<file path="src/rtl/mmfn_pkg.sv">
// ============================================================================
// mmfn_pkg
// Shared types and constants for the min/max fitness normalizer.
// ============================================================================
package mmfn_pkg;

    localparam int FIT_W       = 17;
    localparam int IDX_W       = 6;
    localparam int QUO_STEPS   = 17;
    localparam int STEP_W      = 5;
    localparam int OUT_TDATA_W = 24;

    localparam logic [FIT_W-1:0] FIT_ONE = 17'h10000;

    typedef logic [FIT_W-1:0] fitness_t;
    typedef logic [IDX_W-1:0] index_t;

    typedef struct packed {
        logic [OUT_TDATA_W-FIT_W-IDX_W-1:0] pad;
        index_t                             item_index;
        fitness_t                           fitness;
    } out_tdata_t;

endpackage

</file>
<file path="src/rtl/min_max_fitness_normalizer.sv">
// ============================================================================
// min_max_fitness_normalizer
// Stores a set of distances, then emits (max-d)/(max-min) in Q1.16 per item.
// ============================================================================
//  channel | dir | tdata                        | tlast       | tuser
//  s_*     | in  | distance [DIST_WIDTH-1:0]    | last_item   | -
//  m_*     | out | fitness [16:0], index [22:17] | last_result | items_dropped
//
//  Loading: one input transfer per cycle, s_tready high while collecting.
//  After the transfer with tlast, each stored item goes through one RAM
//  read, one subtract, 17 steps of the shared restoring divider, one push.
//  m_tready low with a result pending holds the sequencer in the push step;
//  s_tready stays low until the final result is loaded into the output register.
//  Reset clears the set; RAM contents are only read after being written.
// ============================================================================
module min_max_fitness_normalizer #(
    parameter int MAX_ITEMS  = 64,
    parameter int DIST_WIDTH = 32
) (
    input  logic                                clk,
    input  logic                                rst_n,
    input  logic                                s_tvalid,
    output logic                                s_tready,
    input  logic [((DIST_WIDTH+7)/8)*8-1:0]     s_tdata,  // distance
    input  logic                                s_tlast,  // last_item
    output logic                                m_tvalid,
    input  logic                                m_tready,
    output logic [mmfn_pkg::OUT_TDATA_W-1:0]    m_tdata,  // fitness, item_index
    output logic                                m_tlast,  // last_result
    output logic                                m_tuser   // items_dropped
);

    import mmfn_pkg::*;

    localparam int ADDR_W = $clog2(MAX_ITEMS);
    localparam int CNT_W  = $clog2(MAX_ITEMS + 1);
    localparam int W      = DIST_WIDTH;

    localparam logic [2:0] ST_LOAD = 3'd0;
    localparam logic [2:0] ST_READ = 3'd1;
    localparam logic [2:0] ST_SUB  = 3'd2;
    localparam logic [2:0] ST_DIV  = 3'd3;
    localparam logic [2:0] ST_PUSH = 3'd4;

    logic [2:0]        state_reg, state_next;
    logic [CNT_W-1:0]  count_reg, count_next;
    logic [W-1:0]      min_reg, min_next;
    logic [W-1:0]      max_reg, max_next;
    logic              ovf_reg, ovf_next;
    logic [ADDR_W-1:0] k_reg, k_next;
    logic [W-1:0]      span_reg, span_next;
    logic [W:0]        rem_reg, rem_next;
    fitness_t          quo_reg, quo_next;
    logic [STEP_W-1:0] step_reg, step_next;
    logic              m_tvalid_reg, m_tvalid_next;
    out_tdata_t        m_tdata_reg;
    logic              m_tlast_reg;
    logic              m_tuser_reg;

    logic [W-1:0]      distance;
    logic              in_xfer;
    logic              has_room;
    logic              wr_en;
    logic              rd_en;
    logic [W-1:0]      rd_data;
    logic [W:0]        diff;
    logic              ge;
    logic [W:0]        rem_sel;
    logic              is_last;
    logic              out_free;
    logic              push;

    assign distance = s_tdata[W-1:0];
    assign s_tready = (state_reg == ST_LOAD);
    assign in_xfer  = s_tvalid && s_tready;
    assign has_room = (count_reg < CNT_W'(MAX_ITEMS));
    assign wr_en    = in_xfer && has_room;
    assign rd_en    = (state_reg == ST_READ);

    mmfn_ram #(
        .WIDTH (W),
        .DEPTH (MAX_ITEMS)
    ) u_store (
        .clk     (clk),
        .wr_en   (wr_en),
        .wr_addr (count_reg[ADDR_W-1:0]),
        .wr_data (distance),
        .rd_en   (rd_en),
        .rd_addr (k_reg),
        .rd_data (rd_data)
    );

    // shared divider step: compare/subtract against the span
    assign diff    = rem_reg - {1'b0, span_reg};
    assign ge      = (rem_reg >= {1'b0, span_reg});
    assign rem_sel = ge ? diff : rem_reg;

    assign is_last  = ((CNT_W'(k_reg) + CNT_W'(1)) == count_reg);
    assign out_free = !m_tvalid_reg || m_tready;
    assign push     = (state_reg == ST_PUSH) && out_free;

    always_comb
    begin
        state_next    = state_reg;
        count_next    = count_reg;
        min_next      = min_reg;
        max_next      = max_reg;
        ovf_next      = ovf_reg;
        k_next        = k_reg;
        span_next     = span_reg;
        rem_next      = rem_reg;
        quo_next      = quo_reg;
        step_next     = step_reg;
        m_tvalid_next = m_tvalid_reg && !m_tready;

        case (state_reg)
            ST_LOAD:
            begin
                if (in_xfer)
                begin
                    if (has_room)
                    begin
                        count_next = count_reg + CNT_W'(1);
                        if (distance < min_reg)
                        begin
                            min_next = distance;
                        end
                        if (distance > max_reg)
                        begin
                            max_next = distance;
                        end
                    end
                    else
                    begin
                        ovf_next = 1'b1;
                    end
                    if (s_tlast)
                    begin
                        k_next     = '0;
                        state_next = ST_READ;
                    end
                end
            end
            ST_READ:
            begin
                span_next  = max_reg - min_reg;
                state_next = ST_SUB;
            end
            ST_SUB:
            begin
                rem_next   = {1'b0, max_reg - rd_data};
                step_next  = '0;
                state_next = ST_DIV;
            end
            ST_DIV:
            begin
                rem_next  = {rem_sel[W-1:0], 1'b0};
                quo_next  = {quo_reg[FIT_W-2:0], ge};
                step_next = step_reg + STEP_W'(1);
                if (step_reg == STEP_W'(QUO_STEPS - 1))
                begin
                    state_next = ST_PUSH;
                end
            end
            ST_PUSH:
            begin
                if (out_free)
                begin
                    m_tvalid_next = 1'b1;
                    if (is_last)
                    begin
                        count_next = '0;
                        min_next   = '1;
                        max_next   = '0;
                        ovf_next   = 1'b0;
                        state_next = ST_LOAD;
                    end
                    else
                    begin
                        k_next     = k_reg + ADDR_W'(1);
                        state_next = ST_READ;
                    end
                end
            end
            default:
            begin
                state_next = ST_LOAD;
            end
        endcase
    end

    always_ff @(posedge clk or negedge rst_n)
    begin
        if (!rst_n)
        begin
            state_reg    <= ST_LOAD;
            count_reg    <= '0;
            min_reg      <= '1;
            max_reg      <= '0;
            ovf_reg      <= 1'b0;
            k_reg        <= '0;
            step_reg     <= '0;
            m_tvalid_reg <= 1'b0;
        end
        else
        begin
            state_reg    <= state_next;
            count_reg    <= count_next;
            min_reg      <= min_next;
            max_reg      <= max_next;
            ovf_reg      <= ovf_next;
            k_reg        <= k_next;
            step_reg     <= step_next;
            m_tvalid_reg <= m_tvalid_next;
        end
    end

    always_ff @(posedge clk)
    begin
        span_reg <= span_next;
        rem_reg  <= rem_next;
        quo_reg  <= quo_next;
        if (push)
        begin
            m_tdata_reg.pad        <= '0;
            m_tdata_reg.item_index <= IDX_W'(k_reg);
            m_tdata_reg.fitness    <= (span_reg == '0) ? FIT_ONE : quo_reg;
            m_tlast_reg            <= is_last;
            m_tuser_reg            <= ovf_reg;
        end
    end

    assign m_tvalid = m_tvalid_reg;
    assign m_tdata  = m_tdata_reg;
    assign m_tlast  = m_tlast_reg;
    assign m_tuser  = m_tuser_reg;

endmodule

</file>
<file path="src/rtl/mmfn_ram.sv">
// ============================================================================
// mmfn_ram
// Generic single-write, single-read RAM with registered read data.
// ============================================================================
module mmfn_ram #(
    parameter int WIDTH = 32,
    parameter int DEPTH = 64
) (
    input  logic                     clk,
    input  logic                     wr_en,
    input  logic [$clog2(DEPTH)-1:0] wr_addr,
    input  logic [WIDTH-1:0]         wr_data,
    input  logic                     rd_en,
    input  logic [$clog2(DEPTH)-1:0] rd_addr,
    output logic [WIDTH-1:0]         rd_data
);

    logic [WIDTH-1:0] mem [DEPTH];

    always_ff @(posedge clk)
    begin
        if (wr_en)
        begin
            mem[wr_addr] <= wr_data;
        end
        if (rd_en)
        begin
            rd_data <= mem[rd_addr];
        end
    end

endmodule

</file>
<file path="config.mk">
export PLATFORM = sky130hd
export DESIGN_NAME = min_max_fitness_normalizer
export DESIGN_NICKNAME = d
export VERILOG_FILES = /design/src/rtl/mmfn_pkg.sv /design/src/rtl/min_max_fitness_normalizer.sv /design/src/rtl/mmfn_ram.sv
export SDC_FILE = /design/constraint.sdc
export NUM_CORES = 2
export LEC_CHECK = 0
export ABC_AREA = 1
export BUFFER_PORTS_ARGS = -buffer_cell sky130_fd_sc_hd__buf_2
export CAP_MARGIN = 40
export CORE_UTILIZATION = 35
export DETAILED_ROUTE_END_ITERATION = 6
export GPL_TIMING_DRIVEN = 0
export MAX_ROUTING_LAYER = met4
export PLACE_DENSITY = 0.55
export SETUP_SLACK_MARGIN = 0.1
export SYNTH_ARGS = -nofsm -noshare
export SYNTH_HDL_FRONTEND = slang
export SYNTH_SLANG_ARGS = --single-unit
</file>
<file path="constraint.sdc">
create_clock -name clk -period 5.05 [get_ports clk]
set_input_delay 1.01 -clock clk [delete_from_list [all_inputs] [get_ports clk]]
set_output_delay 1.01 -clock clk [all_outputs]
set_load 0.1 [all_outputs]
</file>
==> impl_metrics.yaml <==
global_route:
  grt_pass1_vias: 69900
  grt_first_pass_wirelength_um: 547000
  antenna_found_initial: 31
  grt-ovfl-total: 0
  grt_max_degree: 68
  groute.usage.overall_pct: 28.6
yosys:
  syn_area_per_cell_um2: 11.4
  synth_largest_area_cell: "edfxtp_1"
  synthesis.instances: 8613
  synth.cell_area_mm2: 0.0978
  yosysWarnings: 0
  ys.flop_type: "edfxtp_1"
  synth_top_area_share_pct: 67.1
  ys_ff_latch: 2274
  synthDistinctLibCells: 45
  syn-num-nets: 8814
  ys_top_cells_by_area: "edfxtp_1, o21ai_0, nand2_1"
  synth_edf_count: 2187
  postSynth.asyncResetShare_pct: 3.83
  ys_seq_area_share_pct: 69.4
worst_setup_path:
  path_cells: "buf_4 > inv_2 > buf_2 > buf_2 > clkbuf_1 > o21ai_0 > o22ai_1 > nand2_1 > nand2_1 > nand2_1 > o211ai_1 > nand3_1 > nand2_1"
  cp_top_family: "buffers and inverters"
  crit_fanout: 11
  crit_buf_inv: 5
  cpMostUsedCell: "nand2_1"
  cpPeakStageDelay_ps: 760
  critPathRequiredTime_ps: 5690
  crit_type: "reg2reg"
  arrival_ps: 5500
  cp-start-kind: "register"
  crit_slowest_cell: "buf_2"
  reg2reg_slack_ps: 190
  worstSetupEndpointType: "register"
clock_tree:
  holdBufCountCts: 0
  clock_sinks: 2274
  tritoncts: "yes"
  clock_latency_ps: 980
  cts.clk_slew.worst_paths_ps: 60
  cts_buffers: 245
  clockBufferDepth: 4
  cts-htree-levels: 4
  postCtsSetupBuffers: 0
  cts_root_buffer: "clkbuf_16"
  cts_resized: 0
pwr:
  seqPwrFrac_pct: 37.7
  power_frac_clock_pct: 28.5
  intPower_w: 0.0377
  p_leak_nw: 40.9
  power_density_mw_per_mm2: 530
  p_sw_share_pct: 38.1
  vdd_ir_drop_max_mv: 0.317
  combPwrFrac_pct: 33.7
  p_sw_w: 0.0233
finish:
  fin_area_mm2: 0.115
  area_growth_pct: 17.7
  final_util_pct: 41.5
  nNetsFinal: 9320
  nFillCells: 26300
  final_cells: 13000
  drive_above_1_share_pct: 9.09
  largest_reg_flops: 2048
sta:
  slew-limit-headroom_pct: 31.9
  maxSlewViolCount: 0
  min_period_ps: 4860
  min_period_over_period_pct: 96.2
  max_freq_mhz: 206
  final-hold-violation-count: 0
  tightest_slew_ps: 1020
  rsz0062_at_grt: "no"
  setup_viol: 0
  fin_skew_ps: 166
die:
  io_pins: 65
  coreArea_mm2: 0.277
  rows: 193
  die_h_um: 531
  dieArea_mm2: 0.282
  initial_core_util_pct: 35.3
  die_w_um: 531
status:
  outcome: "complete, but fails checks"
  violations: "DRC"
drt:
  first_iter_violations: 11800
  via_per_inst: 5.74
  wl_um: 401000
  drc: 7
  ant_nets: 0
  wl_per_cell_um: 30.7
  num_vias: 74800
  drtPass1Iterations: 7
flow_run:
  maxCapViolations: 0
placement:
  dpl.hpwl_um: 287000
  port_buffers: 63
  dp.cells: 12600
  place_area_mm2: 0.107
  gp_congestion: 0.979
hold_path:
  min_path_type: "in2async"
[stage by stage]
step           total power [W]  setup TNS (ps)  worst slack, ps  hold WS, ps
2_1_floorplan           0.0350               0             1190          420
3_3_place_gp            0.0430        -4308600            -2800          437
3_5_place_dp            0.0435               0              210          436
4_1_cts                 0.0607               0              357          162
5_1_grt                 0.0634               0              197          201
6_report                0.0610               0              191          174
[worst register-to-register path, cell delays in order, from the launching register on]
cell and delay, ps:
dfrtp_1 530, buf_4 310, inv_2 420, buf_2 500
buf_2 760, clkbuf_1 700, o21ai_0 190, o22ai_1 160
nand2_1 150, nand2_1 280, nand2_1 90, o211ai_1 250
nand3_1 130, nand2_1 220
[path summary, 6_finish.rpt]
kind,from,to,cells after the start
max,k_reg[0]$_DFFE_PN0P_,u_store.rd_data[0]$_DFFE_PP_,13
min,rst_n,m_tvalid$_DFF_PN0_,1
max reg2reg,k_reg[0]$_DFFE_PN0P_,u_store.rd_data[0]$_DFFE_PP_,13
min reg2reg,quo_reg[11]$_DFFE_PP_,quo_reg[12]$_DFFE_PP_,0
max in group asynchronous,rst_n,min_reg[22]$_DFFE_PN1P_,2
min in group clk,s_tdata[29],u_store.mem[7][29]$_DFFE_PP_,1
[synthesized netlist by cell type, types with 17 or more instances]
master    count
edfxtp_1   2187
nand2_1    1354
nor2_1     1256
o21ai_0    1108
nand3_1     588
o22ai_1     484
inv_1       428
clkbuf_1    337
a21oi_1     166
ha_1        161
buf_2       112
dfrtp_1      55
nand3b_1     42
buf_1        38
dfstp_2      32
xor2_1       26
xnor2_1      25
o21ai_1      24
nor3_1       22
nand4_1      21
o211ai_1     21
nor4_1       17
[layout make-up]
cell class                 count  area [um2]  share of cell area, %
sequential                  2274       67900                   59.0
buffer                       498        2080                   1.80
antenna                       18        45.0                 0.0391
clock inverter               126        1050                  0.915
tap                         3705        4640                   4.03
timing repair buffer         259        4550                   3.96
multi-input combinational   5405       26700                   23.2
inverter                     436        1640                   1.42
clock buffer                 314        6530                   5.67
[cells in the final DEF (no fill, tap or decap), types with 41 or more instances in the layout]
master and count:
buf_16 73, inv_1 428, clkinv_2 41, a21oi_1 166, clkinv_1 48, nor2_4 66
nand3_1 588, o21ai_0 1108, dfrtp_1 55, buf_12 79, clkbuf_1 391, clkbuf_16 248
ha_1 161, o22ai_1 484, edfxtp_1 2187, nor2_1 1189, buf_2 147, nand3b_1 42
nand2_1 1354
[per-layer routing]
layer  wire length, um  GRT usage [%]  vias to the layer above  part of all wire [%]
met5                 0              -                        -                     0
met4             23000           13.8                        0                   5.7
met3             43900           5.67                     1004                    11
met2            179000           43.4                     4857                    45
met1            154000           36.8                    37100                    39
li1                  -              -                    31800                     -
[cell families after synthesis]
kind of cell,count (synthesis),synth area share (%)
DFF,2274,69.4
buffers and inverters,934,3.79
other,1,0.00383
and+or+nand+nor,3335,13.9
xor gates and xnor gates,51,0.457
AOI/OAI and AO/OA,1853,10.3
adders and majority gates,164,2.12
muxes,1,0.0102
[power groups by stage]
| stage | clock, W | combinational [W] | sequential [W] |
|---|---|---|---|
| final | 0.0174 | 0.0206 | 0.0230 |
| after global routing | 0.0181 | 0.0222 | 0.0231 |
| after CTS | 0.0175 | 0.0202 | 0.0230 |
| after detailed placement | 0 | 0.0201 | 0.0234 |
| after global placement | 0 | 0.0195 | 0.0235 |
| after floorplan | 0 | 0.0117 | 0.0233 |
No activity file was read; power rests on OpenSTA's default activity.
